`config.mk`:
```
export PLATFORM = sky130hd
export DESIGN_NAME = multi_delimiter_tokenizer_core
export DESIGN_NICKNAME = d
export VERILOG_FILES = /design/src/rtl/mdt_pkg.sv /design/src/rtl/mdt_front.sv /design/src/rtl/mdt_engine.sv /design/src/rtl/multi_delimiter_tokenizer_core.sv
export SDC_FILE = /design/constraint.sdc
export NUM_CORES = 2
export LEC_CHECK = 0
export CORE_ASPECT_RATIO = 0.8
export CORE_UTILIZATION = 41
export CTS_CLUSTER_SIZE = 24
export DETAILED_ROUTE_END_ITERATION = 7
export DONT_BUFFER_PORTS = 1
export GPL_TIMING_DRIVEN = 0
export PLACE_DENSITY = 0.63
export SLEW_MARGIN = 20
export SYNTH_ARGS = -nofsm -noshare
export SYNTH_HDL_FRONTEND = slang
export SYNTH_SLANG_ARGS = --single-unit
```
`constraint.sdc`:
```
create_clock -name clk -period 6 [get_ports clk]
set_clock_uncertainty 0.05 [all_clocks]
set_input_delay 0.9 -clock clk [delete_from_list [all_inputs] [get_ports clk]]
set_output_delay 0.9 -clock clk [all_outputs]
set_load 0.1 [all_outputs]
```
`src/rtl/mdt_pkg.sv`:
```
// Package for the multi-delimiter tokenizer: sizes, operation and result codes,
// and the types passed between the front end and the decision engine. No dependencies.
package mdt_pkg;

  localparam int NumPatterns  = 8;
  localparam int PatternLen   = 8;
  localparam int PositionBits = 16;
  localparam int SlotBits     = 3;
  localparam int IdxBits      = 3;
  localparam int LenBits      = 4;
  localparam int CuBits       = 16;

  localparam logic [1:0] OP_PAT_CHAR = 2'd0;
  localparam logic [1:0] OP_PAT_LEN  = 2'd1;
  localparam logic [1:0] OP_STR_CHAR = 2'd2;
  localparam logic [1:0] OP_STR_END  = 2'd3;

  localparam logic [1:0] KIND_TEXT   = 2'd0;
  localparam logic [1:0] KIND_SPACER = 2'd1;
  localparam logic [1:0] KIND_END    = 2'd2;

  // item passed from the front end to the engine
  typedef struct packed {
    logic [1:0]          op;
    logic [SlotBits-1:0] slot;
    logic [IdxBits-1:0]  idx;
    logic [CuBits-1:0]   cu;
    logic [LenBits-1:0]  plen;
    logic                spacer;
  } cmd_t;

  // one result item
  typedef struct packed {
    logic [1:0]          kind;
    logic [15:0]         start;
    logic [15:0]         len;
    logic [SlotBits-1:0] slot;
    logic                ovf;
    logic                last;
  } res_t;

endpackage

```
`src/rtl/mdt_front.sv`:
```
// Front end of the tokenizer: accepts input items, saturates pattern lengths,
// and holds them in a two-entry queue for the engine. Depends on mdt_pkg.
module mdt_front (
  input  logic          clk,
  input  logic          rst,
  input  logic          push,
  output logic          full,
  input  mdt_pkg::cmd_t cmd_in,
  output logic          cmd_valid,
  output mdt_pkg::cmd_t cmd_out,
  input  logic          cmd_take
);

  mdt_pkg::cmd_t q [2];
  logic          rd_ptr;
  logic          wr_ptr;
  logic [1:0]    count;
  mdt_pkg::cmd_t cls;
  logic          do_wr;
  logic          do_rd;

  // classify: clamp an oversized length
  always_comb begin
    cls = cmd_in;
    if (cmd_in.plen > mdt_pkg::LenBits'(mdt_pkg::PatternLen))
      cls.plen = mdt_pkg::LenBits'(mdt_pkg::PatternLen);
  end

  assign full      = count[1];
  assign cmd_valid = count != 2'd0;
  assign cmd_out   = q[rd_ptr];
  assign do_wr     = push && !full;
  assign do_rd     = cmd_take && cmd_valid;

  always_ff @(posedge clk) begin
    if (do_wr)
      q[wr_ptr] <= cls;
  end

  // queue pointers
  always_ff @(posedge clk) begin
    if (rst) begin
      rd_ptr <= 1'b0;
      wr_ptr <= 1'b0;
      count  <= 2'd0;
    end else begin
      if (do_wr)
        wr_ptr <= !wr_ptr;
      if (do_rd)
        rd_ptr <= !rd_ptr;
      count <= count + {1'b0, do_wr} - {1'b0, do_rd};
    end
  end

endmodule

```
`src/rtl/mdt_engine.sv`:
```
// Decision engine: pattern table, lookahead window and the token sequencer
// that emits results into an output register. Depends on mdt_pkg.
module mdt_engine (
  input  logic          clk,
  input  logic          rst,
  input  logic          keep_nulls,
  input  logic          cmd_valid,
  input  mdt_pkg::cmd_t cmd,
  output logic          cmd_take,
  output logic          res_valid,
  output mdt_pkg::res_t res,
  input  logic          res_take
);

  localparam int NP = mdt_pkg::NumPatterns;
  localparam int PL = mdt_pkg::PatternLen;
  localparam int PB = mdt_pkg::PositionBits;
  localparam int SB = mdt_pkg::SlotBits;
  localparam int LB = mdt_pkg::LenBits;
  localparam int CB = mdt_pkg::CuBits;
  localparam logic [PB-1:0] PosLimit = {PB{1'b1}};

  // sequencer states
  localparam logic [2:0] ST_IDLE   = 3'd0;
  localparam logic [2:0] ST_DECIDE = 3'd1;
  localparam logic [2:0] ST_SPACER = 3'd2;
  localparam logic [2:0] ST_TAIL   = 3'd3;
  localparam logic [2:0] ST_ENDM   = 3'd4;

  logic [CB-1:0] pchars [NP][PL];
  logic [LB-1:0] plens  [NP];
  logic          pspc   [NP];
  logic [CB-1:0] win    [PL];
  logic [LB-1:0] wcount;
  logic [PB-1:0] dpos;
  logic [PB-1:0] tbegin;
  logic          ovf_flag;
  logic [2:0]    state;
  logic          at_end;
  logic [SB-1:0] hit_slot;
  logic          out_full;
  logic          idle_s;

  // match vector and first-match pick
  logic [NP-1:0] match;
  logic          sep_hit, spc_hit;
  logic [SB-1:0] sep_slot, spc_slot;
  logic [LB-1:0] hit_len;
  logic          hit_spc;

  always_comb begin
    for (int s = 0; s < NP; s++) begin
      match[s] = plens[s] != '0 && plens[s] <= wcount;
      for (int i = 0; i < PL; i++)
        if (LB'(i) < plens[s] && pchars[s][i] != win[i])
          match[s] = 1'b0;
    end
    sep_hit = 1'b0; spc_hit = 1'b0; sep_slot = '0; spc_slot = '0;
    for (int s = NP - 1; s >= 0; s--) begin
      if (match[s] && !pspc[s]) begin
        sep_hit = 1'b1; sep_slot = SB'(s);
      end
      if (match[s] && pspc[s]) begin
        spc_hit = 1'b1; spc_slot = SB'(s);
      end
    end
    hit_spc = !sep_hit;
    hit_len = sep_hit ? plens[sep_slot] : plens[spc_slot];
  end

  logic any_hit;
  logic [LB-1:0] adv;
  logic emit_tok;
  assign any_hit  = sep_hit || spc_hit;
  assign adv      = any_hit ? hit_len : LB'(1);
  assign emit_tok = dpos > tbegin || keep_nulls;
  assign idle_s   = dpos == '0 && wcount == '0 && !ovf_flag;

  assign cmd_take  = state == ST_IDLE && cmd_valid;
  assign res_valid = out_full;

  logic can_out;
  assign can_out = !out_full || res_take;

  // pattern table writes
  always_ff @(posedge clk) begin
    if (cmd_take && idle_s && cmd.op == mdt_pkg::OP_PAT_CHAR)
      pchars[cmd.slot][cmd.idx] <= cmd.cu;
  end

  always_ff @(posedge clk) begin
    if (rst) begin
      for (int s = 0; s < NP; s++) begin
        plens[s] <= '0;
        pspc[s]  <= 1'b0;
      end
    end else if (cmd_take && idle_s && cmd.op == mdt_pkg::OP_PAT_LEN) begin
      plens[cmd.slot] <= cmd.plen;
      pspc[cmd.slot]  <= cmd.spacer;
    end
  end

  // sequencer
  always_ff @(posedge clk) begin : seq
    logic res_load;
    res_load = 1'b0;
    if (rst) begin
      state    <= ST_IDLE;
      wcount   <= '0;
      dpos     <= '0;
      tbegin   <= '0;
      ovf_flag <= 1'b0;
      out_full <= 1'b0;
      at_end   <= 1'b0;
      hit_slot <= '0;
    end else begin
      unique case (state)
        ST_IDLE: begin
          if (cmd_take) begin
            if (cmd.op == mdt_pkg::OP_STR_CHAR) begin
              if (dpos + PB'(wcount) >= PosLimit) begin
                ovf_flag <= 1'b1;
              end else begin
                win[wcount[$clog2(PL)-1:0]] <= cmd.cu;
                wcount <= wcount + LB'(1);
                at_end <= 1'b0;
                if (wcount + LB'(1) >= LB'(PL))
                  state <= ST_DECIDE;
              end
            end else if (cmd.op == mdt_pkg::OP_STR_END) begin
              at_end <= 1'b1;
              state  <= (wcount != '0) ? ST_DECIDE : ST_TAIL;
            end
          end
        end
        ST_DECIDE: begin
          if (can_out) begin
            // shift window by adv
            for (int i = 0; i < PL; i++)
              if (i + int'(adv) < PL)
                win[i] <= win[i + int'(adv)];
            wcount <= wcount - adv;
            dpos   <= dpos + PB'(adv);
            if (any_hit) begin
              tbegin   <= dpos + PB'(adv);
              hit_slot <= spc_slot;
            end
            if (any_hit && emit_tok) begin
              res_load  = 1'b1;
              res.kind  <= mdt_pkg::KIND_TEXT;
              res.start <= 16'(tbegin);
              res.len   <= 16'(dpos - tbegin);
              res.slot  <= '0;
              res.ovf   <= 1'b0;
              res.last  <= !hit_spc && !at_end;
            end
            if (any_hit && hit_spc)
              state <= ST_SPACER;
            else if (at_end && wcount != adv)
              state <= ST_DECIDE;
            else if (at_end)
              state <= ST_TAIL;
            else
              state <= ST_IDLE;
          end
        end
        ST_SPACER: begin
          if (can_out) begin
            res_load  = 1'b1;
            res.kind  <= mdt_pkg::KIND_SPACER;
            res.start <= '0;
            res.len   <= '0;
            res.slot  <= hit_slot;
            res.ovf   <= 1'b0;
            res.last  <= !at_end;
            if (!at_end)
              state <= ST_IDLE;
            else if (wcount != '0)
              state <= ST_DECIDE;
            else
              state <= ST_TAIL;
          end
        end
        ST_TAIL: begin
          if (dpos <= tbegin) begin
            state <= ST_ENDM;
          end else if (can_out) begin
            res_load  = 1'b1;
            res.kind  <= mdt_pkg::KIND_TEXT;
            res.start <= 16'(tbegin);
            res.len   <= 16'(dpos - tbegin);
            res.slot  <= '0;
            res.ovf   <= 1'b0;
            res.last  <= 1'b0;
            state     <= ST_ENDM;
          end
        end
        ST_ENDM: begin
          if (can_out) begin
            res_load  = 1'b1;
            res.kind  <= mdt_pkg::KIND_END;
            res.start <= '0;
            res.len   <= '0;
            res.slot  <= '0;
            res.ovf   <= ovf_flag;
            res.last  <= 1'b1;
            wcount    <= '0;
            dpos      <= '0;
            tbegin    <= '0;
            ovf_flag  <= 1'b0;
            at_end    <= 1'b0;
            state     <= ST_IDLE;
          end
        end
        default: state <= ST_IDLE;
      endcase
      // output register: loaded by the sequencer, emptied by a transfer out
      out_full <= res_load || (out_full && !res_take);
    end
  end

endmodule

```
`src/rtl/multi_delimiter_tokenizer_core.sv`:
```
// Top level of the multi-delimiter tokenizer: front-end queue, decision engine
// and the keep_nulls register. Depends on mdt_pkg, mdt_front and mdt_engine.
//
// Usage: items enter on the push/full queue interface (operation, slot, char_index,
// code_unit, pattern_length, is_spacer). Pattern loads (operations 0 and 1) are
// applied only between strings. Results leave on the empty/pop interface; the oldest
// result sits on the ports while empty is low, and last marks the final result
// of an input item.
// keep_nulls is written through cfg_valid/cfg_ready/cfg_data; the user must write
// it only while idle, as the block itself does not enforce this.
// An item passes through the input queue to the engine's sequencer; each result
// is held in the output register. The engine takes a new item only when idle: a
// string char goes into the window, a full window adds a decision state and each
// spacer result a spacer state; end of string runs decisions until the window is
// empty (at most one per unit), spacer states, then the tail and end states.
// Reset clears the pattern lengths (all slots disabled), the window, the
// positions, keep_nulls and both queues. When the receiver stalls, the output
// register holds its result, the engine waits, and the two-entry input queue
// fills and raises full.
module multi_delimiter_tokenizer_core (
  input  logic        clk,
  input  logic        rst,
  input  logic        push,
  output logic        full,
  input  logic [1:0]  operation,
  input  logic [2:0]  slot,
  input  logic [2:0]  char_index,
  input  logic [15:0] code_unit,
  input  logic [3:0]  pattern_length,
  input  logic        is_spacer,
  output logic        empty,
  input  logic        pop,
  output logic [1:0]  kind,
  output logic [15:0] token_start,
  output logic [15:0] token_length,
  output logic [2:0]  spacer_slot,
  output logic        overflow,
  output logic        last,
  input  logic        cfg_valid,
  output logic        cfg_ready,
  input  logic        cfg_data
);

  mdt_pkg::cmd_t cmd_in;
  mdt_pkg::cmd_t cmd_q;
  mdt_pkg::res_t res;
  logic          cmd_valid;
  logic          cmd_take;
  logic          res_valid;
  logic          keep_nulls;

  assign cmd_in = '{op: operation, slot: slot, idx: char_index, cu: code_unit,
                    plen: pattern_length, spacer: is_spacer};

  // configuration register
  assign cfg_ready = 1'b1;
  always_ff @(posedge clk) begin
    if (rst)
      keep_nulls <= 1'b0;
    else if (cfg_valid && cfg_ready)
      keep_nulls <= cfg_data;
  end

  mdt_front u_front (
    .clk, .rst, .push, .full, .cmd_in,
    .cmd_valid, .cmd_out(cmd_q), .cmd_take
  );

  mdt_engine u_engine (
    .clk, .rst, .keep_nulls, .cmd_valid, .cmd(cmd_q), .cmd_take,
    .res_valid, .res, .res_take(pop)
  );

  assign empty        = !res_valid;
  assign kind         = res.kind;
  assign token_start  = res.start;
  assign token_length = res.len;
  assign spacer_slot  = res.slot;
  assign overflow     = res.ovf;
  assign last         = res.last;

`ifndef SYNTHESIS
  a_end_is_last: assert property (@(posedge clk) disable iff (rst)
    (!empty && kind == mdt_pkg::KIND_END) |-> last)
    else $error("end marker without last");
  a_hold_stall: assert property (@(posedge clk) disable iff (rst)
    (!empty && !pop) |=> (!empty && $stable(kind) && $stable(token_start)))
    else $error("result changed while stalled");
  a_spacer_fields: assert property (@(posedge clk) disable iff (rst)
    (!empty && kind == mdt_pkg::KIND_SPACER) |-> (token_length == 16'd0))
    else $error("spacer result carries a length");
`endif

endmodule

```
## After elaboration in Yosys (flattened, before gate mapping)

Memories as Yosys holds them, arrays and structs flattened. A register that Yosys moved wholly into a read port is not among the register bits.
Cells that the tools add are included.

| word-level totals | value |
|---|---|
| register bits after elaboration | 89 |
| memories | 5 |
| RAM bits | 1250 |
| word-level logic and storage cells | 583 |
| output and inout bits | 42 |
| input bits | 35 |

| cells by class | value |
|---|---|
| equal/unequal tests | 87 |
| muxes and demuxes | 218 |
| bitwise operators | 2 |
| order comparisons | 87 |
| add/sub/neg operators | 14 |
| reductions and logical operators | 152 |

Memories:

| memory | words | width | rd ports | clocked after memory_dff | write ports | RTL line | source |
|---|---|---|---|---|---|---|---|
| u_engine.pchars | 8 | 128 | 8 | 0 | 1 | mdt_engine.sv:30 | `logic [CB-1:0] pchars [NP][PL];` |
| u_engine.win | 8 | 16 | 16 | 0 | 8 | mdt_engine.sv:33 | `logic [CB-1:0] win [PL];` |
| u_front.q | 2 | 29 | 1 | 1 | 1 | mdt_front.sv:14 | `mdt_pkg::cmd_t q [2];` |
| u_engine.plens | 8 | 4 | 10 | 0 | 8 | mdt_engine.sv:31 | `logic [LB-1:0] plens [NP];` |
| u_engine.pspc | 8 | 1 | 8 | 0 | 8 | mdt_engine.sv:32 | `logic pspc [NP];` |

Operator list:

| operator | count |
|---|---|
| $ne A16 B16 Y1 | 64 |
| $mux W39 | 6 |
| $lt A32 B5 Y1 const B | 7 |
| $pmux W39 S4 | 1 |
| $mux W1 | 153 |
| $lt A3 B4 Y1 const A | 32 |
| $mux W128 | 1 |
| $logic_and A1 B1 Y1 | 102 |
| $mux W16 | 6 |
| $mux W3 | 32 |
| $lt A1 B4 Y1 const A | 16 |
| $lt A2 B4 Y1 const A | 16 |
| $pmux W16 S2 | 2 |
| $demux W16 S3 | 1 |
| $reduce_bool A4 Y1 | 10 |
| $mux W4 | 9 |
| $add A16 B4 Y16 | 2 |
| $le A4 B4 Y1 | 8 |
| $add A3 B4 Y5 const A | 4 |
| $ge A16 B16 Y1 const B | 1 |
| $gt A16 B16 Y1 | 1 |
| $le A16 B16 Y1 | 1 |
| $logic_not A1 Y1 | 16 |
| $logic_not A16 Y1 | 1 |
| other kinds (43) | 68 |

## Longest topological paths before layout

An unclocked memory read counts as a cell.

| depth | value |
|---|---|
| depth after elaboration | 31 |
| gate-level depth with buffers | 30 |
| depth with buffers taken out | 27 |

## Cells and area by module

From an unflattened synthesis, not the netlist that was laid out.

| unflattened totals | value |
|---|---|
| cells, all modules | 4880 |
| area, all modules | 65733.0 sq um |

Modules (own cells, without submodules):

| module | sequential area each (sq um) | area an instance (sq um) | cells each | instances |
|---|---|---|---|---|
| mdt_engine | 37866.3 | 63292.0 | 4753 | 1 |
| mdt_front | 1841.8 | 2392.3 | 121 | 1 |
| multi_delimiter_tokenizer_core | 20.0 | 48.8 | 6 | 1 |

## Least setup slack after synthesis

OpenSTA, ideal clock, no wires.

| timing path | value |
|---|---|
| path type | flip-flop to flip-flop |
| start point | register u_engine.wcount[1] |
| end point | memory u_engine.win[1][11] (netlist bit), data pin |
| path buffers | 6 |
| clock period less this slack | 6.682 ns |
| cell stages (with the launch flop) | 23 |
| data required time | 5.798 ns |
| data arrival time | 6.480 ns |
| library setup time | 0.152 ns |
| slack | -0.682 ns |
| cells stage by stage | dfxtp_1 inv_1 ha_1 a211oi_1 nand2_1 a2111oi_0 o211ai_1 a2111oi_0 a2bb2oi_1 or3b_1 nand2_1 inv_1 o211a_1 o32a_1 buf_2 buf_2 clkbuf_1 ha_1 clkbuf_1 clkbuf_1 clkbuf_1 mux4_2 mux2i_1 |

RTL lines:

| item | RTL line | source |
|---|---|---|
| start, declared | mdt_engine.sv:34 | `logic [LB-1:0] wcount;` |
| start signal, assigned | mdt_engine.sv:125 | `wcount <= wcount + LB'(1);` |
| start signal, assigned | mdt_engine.sv:142 | `wcount <= wcount - adv;` |
| end, declared | mdt_engine.sv:33 |  |

==> metrics.log <==
INFO  metric clock_power_share = 0.312
INFO  metric outcome = finished, violations left
INFO  metric power.share.sequential = 0.446
INFO  metric min_period_over_period = 1.17
INFO  metric cts_max_level = 4
INFO  metric muxShareOfSynthArea = 0.0767
INFO  metric fmax = 143 MHz
INFO  metric number_of_antenna_violations_at_the_first_check_in_global_routing = 10
INFO  metric nFillCells = 13600
INFO  metric synth-simple-area-share = 0.0892
INFO  metric fin_tns_setup = -155.32 ns
INFO  metric clock_tree.root_cell = sky130_fd_sc_hd__clkbuf_16
INFO  metric power.density = 331 mW/mm^2
INFO  metric cts_tree = yes
INFO  metric place.port_buffers = 0
INFO  metric grt_overflow = 0
INFO  metric drcViolationCount = 20
INFO  metric synth-warning-count = 0
INFO  metric wl_per_cell = 33.2 um
INFO  metric multi_input_comb_area = 0.0277 sq mm
INFO  metric min-delay-path-class = input pin to register
INFO  metric num-nets-final = 5473
INFO  metric clk_pin_slew_worst_paths = 0.09 ns
INFO  metric routed_via_density = 6.09
INFO  metric gp_routability_congestion = 1.04
INFO  metric worst-slew-pin-transition = 1.25 ns
INFO  metric postSynthNetCount = 5071
INFO  metric timing.final.setup_violations = 258
INFO  metric crit_path_top_delay_cell = sky130_fd_sc_hd__nand4_1
INFO  metric layoutNonFillerInstCount = 7598
INFO  metric power.net_switching = 9.03 mW
INFO  metric route.final.wire_length = 252000 um
INFO  metric regArea = 0.0397 sq mm
INFO  metric worst-r2r-setup-slack = -1.01 ns
INFO  metric numPlacedInstances = 7142
INFO  metric route.antenna.remaining_nets = 0
INFO  metric globalRouteTotalUtil = 0.304
INFO  metric data_arrival_at_the_endpoint_of_the_critical_path = 7.42 ns
INFO  metric worst-path-max-fanout = 8
INFO  metric syn-mean-instance-area = 13.3 sq um
INFO  metric timing.slew.headroom = 0.152
INFO  metric fp.dieW = 451 um
INFO  metric final_critical_path_setup_slack = -1.01 ns
INFO  metric cts-buffers-inserted = 134
INFO  metric type_of_element_launching_the_critical_path = register
INFO  metric syn_area = 0.0662 sq mm
INFO  metric totalPowerFinal = 26.6 mW
INFO  metric fraction_of_the_mapped_netlist_area_in_compound_gates = 0.0520
INFO  metric crit_required = 6.41 ns
INFO  metric die_y = 361 um
INFO  metric timing.critical_path.buf_inv = 9
INFO  metric detail_route.iter0.violations = 6349
INFO  metric dominantRegCellSynth = sky130_fd_sc_hd__edfxtp_1
INFO  metric max_cap_viol_count = 0
INFO  metric xor_and_xnor_area_share_after_synthesis = 0.141
INFO  metric fin_crit = 7.01 ns
INFO  metric synth_cells = 4962
INFO  metric synth_top_family_by_area = XOR/XNOR gates
INFO  metric utilization = 0.503
INFO  metric dp_hpwl = 169000 um
INFO  metric max-vdd-ir-drop = 0.271 mV
INFO  metric floorplan.die_area = 0.163 sq mm
INFO  metric async_flop_share = 0
INFO  metric finalHoldViolCount = 0
INFO  metric endpoint_kind = register
INFO  metric timing_worst_setup_path_type = register to register
INFO  metric clock_sink_count = 1340
INFO  metric vias = 46300
INFO  metric synth_sequential_area_ratio = 0.600
INFO  metric netlist-cell-type-count = 103
INFO  metric pin_count = 77
INFO  metric clock_path_buffers = 3
INFO  metric grt_max_degree = 46
INFO  metric slowest_delay = 0.79 ns
INFO  metric rsz0062_at_grt = yes
INFO  metric share_comb_of_total_power = 0.242
INFO  metric insertion_delay = 0.82 ns
INFO  metric starting_density_of_the_core = 0.414
INFO  metric drive_gt1_frac = 0.223
INFO  metric area_growth_syn_to_layout = 21.5%
INFO  metric leakage = 26.6 nW
INFO  metric power.switching_fraction = 0.339
INFO  metric cts_hold_buf = 0
INFO  metric detailedRoute.firstPassIterationCount = 8
INFO  metric placeableCoreArea = 0.160 sq mm
INFO  metric cp_top_family = simple AND/OR/NAND/NOR gates
INFO  metric row_count = 131
INFO  metric first_global_vias = 43800
INFO  metric synth-edff-count = 1289
INFO  metric synth-seq-cells = 1340
INFO  metric grt_pass1_wl = 345000 um
INFO  metric p_int = 17.6 mW
INFO  metric synth-adder-area-share = 0.0144
INFO  metric violated_checks = design-rule violations, negative setup slack
INFO  metric timing_max_transition_violations_final = 0
-- worst register-to-register path, delay by kind of cell, from the launching register on --
family	cells	cell delay, ns
buf+inv	9	1.19
compound gates	6	2.20
fa+ha+maj	1	0.16
xor+xnor	1	0.20
simple gates	8	2.26
mux	1	0.16
flops	1	0.44
-- through the flow --
step,hold WS (ns),cell area [sq um],worst slack [ns]
CTS,0.0786,78700,-0.602
detailed placement,0.410,70600,-3.78
global placement,0.393,68900,-5.52
global route,0.0987,80500,-0.980
finish,0.122,80500,-1.01
floorplan,0.382,66300,-0.00764
-- power groups by stage --
stage          clock network (mW)  registers (mW)  logic [mW]
2_1_floorplan                   0            12.0        2.83
3_3_place_gp                    0            12.2        5.23
3_5_place_dp                    0            12.1        5.71
4_1_cts                      8.40            11.9        6.13
5_1_grt                      8.75            11.9        6.58
6_report                     8.33            11.9        6.45
-- cell families (layout without fill, tap and decap cells) --
kind of cell,count (synthesis),after routing
AOI/OAI and AO/OA,499,500
xor gates and xnor gates,1061,1061
adders and majority gates,74,74
buffers and inverters,411,913
DFF,1340,1340
muxes,442,442
other,1,6
and+or+nand+nor,1134,1134
-- final timing paths --
check | cells after the start | start | to
worst max-delay path | 26 | u_engine.win[7][15]$_DFFE_PP_ | u_engine.win[7][6]$_DFFE_PP_
worst min-delay path | 0 | char_index[2] | u_front.q[1][23]$_DFFE_PP_
worst max register to register | 26 | u_engine.win[7][15]$_DFFE_PP_ | u_engine.win[7][6]$_DFFE_PP_
worst min register to register | 2 | u_engine.tbegin[11]$_SDFFE_PP0P_ | u_engine.tbegin[11]$_SDFFE_PP0P_
-- registers in the layout, summed over array words and instances, names as in the netlist, named ones only --
name                cells
u_engine.state          3
u_engine.hit_slot       3
u_engine.res           39
u_engine.win          128
u_engine.res_valid      1
u_engine.ovf_flag       1
u_engine.tbegin        16
u_engine.pchars      1024
u_engine.wcount         4
u_front.rd_ptr          1
u_engine.dpos          16
u_front.q              58
keep_nulls              1
u_engine.pspc           8
u_front.wr_ptr          1
u_front.count           2
u_engine.at_end         1
u_engine.plens         32
-- cells in the final DEF, fill, tap and decap left out, types with 68 or more instances in the layout --
cell type | netlist | routed
sky130_fd_sc_hd__clkbuf_1 | 90 | 68
sky130_fd_sc_hd__o21ai_0 | 123 | 92
sky130_fd_sc_hd__mux2i_1 | 369 | 260
sky130_fd_sc_hd__inv_1 | 147 | 124
sky130_fd_sc_hd__nand2_1 | 195 | 175
sky130_fd_sc_hd__nor2_2 | 1 | 73
sky130_fd_sc_hd__buf_2 | 104 | 68
sky130_fd_sc_hd__buf_4 | 14 | 204
sky130_fd_sc_hd__clkbuf_16 | 0 | 153
sky130_fd_sc_hd__xnor2_1 | 569 | 565
sky130_fd_sc_hd__nor4_1 | 167 | 129
sky130_fd_sc_hd__nor2_1 | 288 | 208
sky130_fd_sc_hd__nand4_1 | 183 | 183
sky130_fd_sc_hd__a21oi_1 | 110 | 74
sky130_fd_sc_hd__xor2_1 | 490 | 488
sky130_fd_sc_hd__edfxtp_1 | 1289 | 1289
-- per-layer routing --
layer | up-vias | global-route usage | share of wire
met5 | - | 0 | 0.00043
met4 | 12 | 0.121 | 0.045
met3 | 562 | 0.101 | 0.13
met2 | 2844 | 0.436 | 0.42
met1 | 23500 | 0.420 | 0.41
li1 | 19300 | - | -
-- cell usage after synthesis, types with 23 or more instances --
master	number	share of area
sky130_fd_sc_hd__nor3_1	51	0.0039
sky130_fd_sc_hd__nand2_1	195	0.011
sky130_fd_sc_hd__dfxtp_1	51	0.015
sky130_fd_sc_hd__xnor2_1	569	0.075
sky130_fd_sc_hd__edfxtp_1	1289	0.58
sky130_fd_sc_hd__buf_1	50	0.0028
sky130_fd_sc_hd__inv_1	147	0.0083
sky130_fd_sc_hd__buf_2	104	0.0079
sky130_fd_sc_hd__xor2_1	490	0.065
sky130_fd_sc_hd__mux2_2	23	0.0039
sky130_fd_sc_hd__nand4_1	183	0.017
sky130_fd_sc_hd__nor2_1	288	0.016
sky130_fd_sc_hd__mux2i_1	369	0.056
sky130_fd_sc_hd__ha_1	70	0.013
sky130_fd_sc_hd__mux4_2	50	0.017
sky130_fd_sc_hd__o21ai_0	123	0.0093
sky130_fd_sc_hd__and2_1	23	0.0022
sky130_fd_sc_hd__a21oi_1	110	0.0083
sky130_fd_sc_hd__nor4_1	167	0.016
sky130_fd_sc_hd__clkbuf_1	90	0.0051
sky130_fd_sc_hd__nand3_1	69	0.0052
-- final cells by class --
| cell class | count | area share |
|---|---|---|
| sequential | 1340 | 0.494 |
| antenna | 5 | 0.000156 |
| clock buffer | 160 | 0.0437 |
| inverter | 147 | 0.00826 |
| timing repair buffer | 274 | 0.0406 |
| buffer | 255 | 0.0274 |
| multi-input combinational | 3212 | 0.344 |
| tap | 2128 | 0.0331 |
| clock inverter | 77 | 0.00896 |
-- timing repair --
item / CTS / global route
gates cloned: 8 / 3
pin swaps: 100 / 87
setup buffers: 139 / 86
setup endpoints to repair: 335 / 291
resized for setup: 641 / 262
No activity file was read; power rests on OpenSTA's default activity.
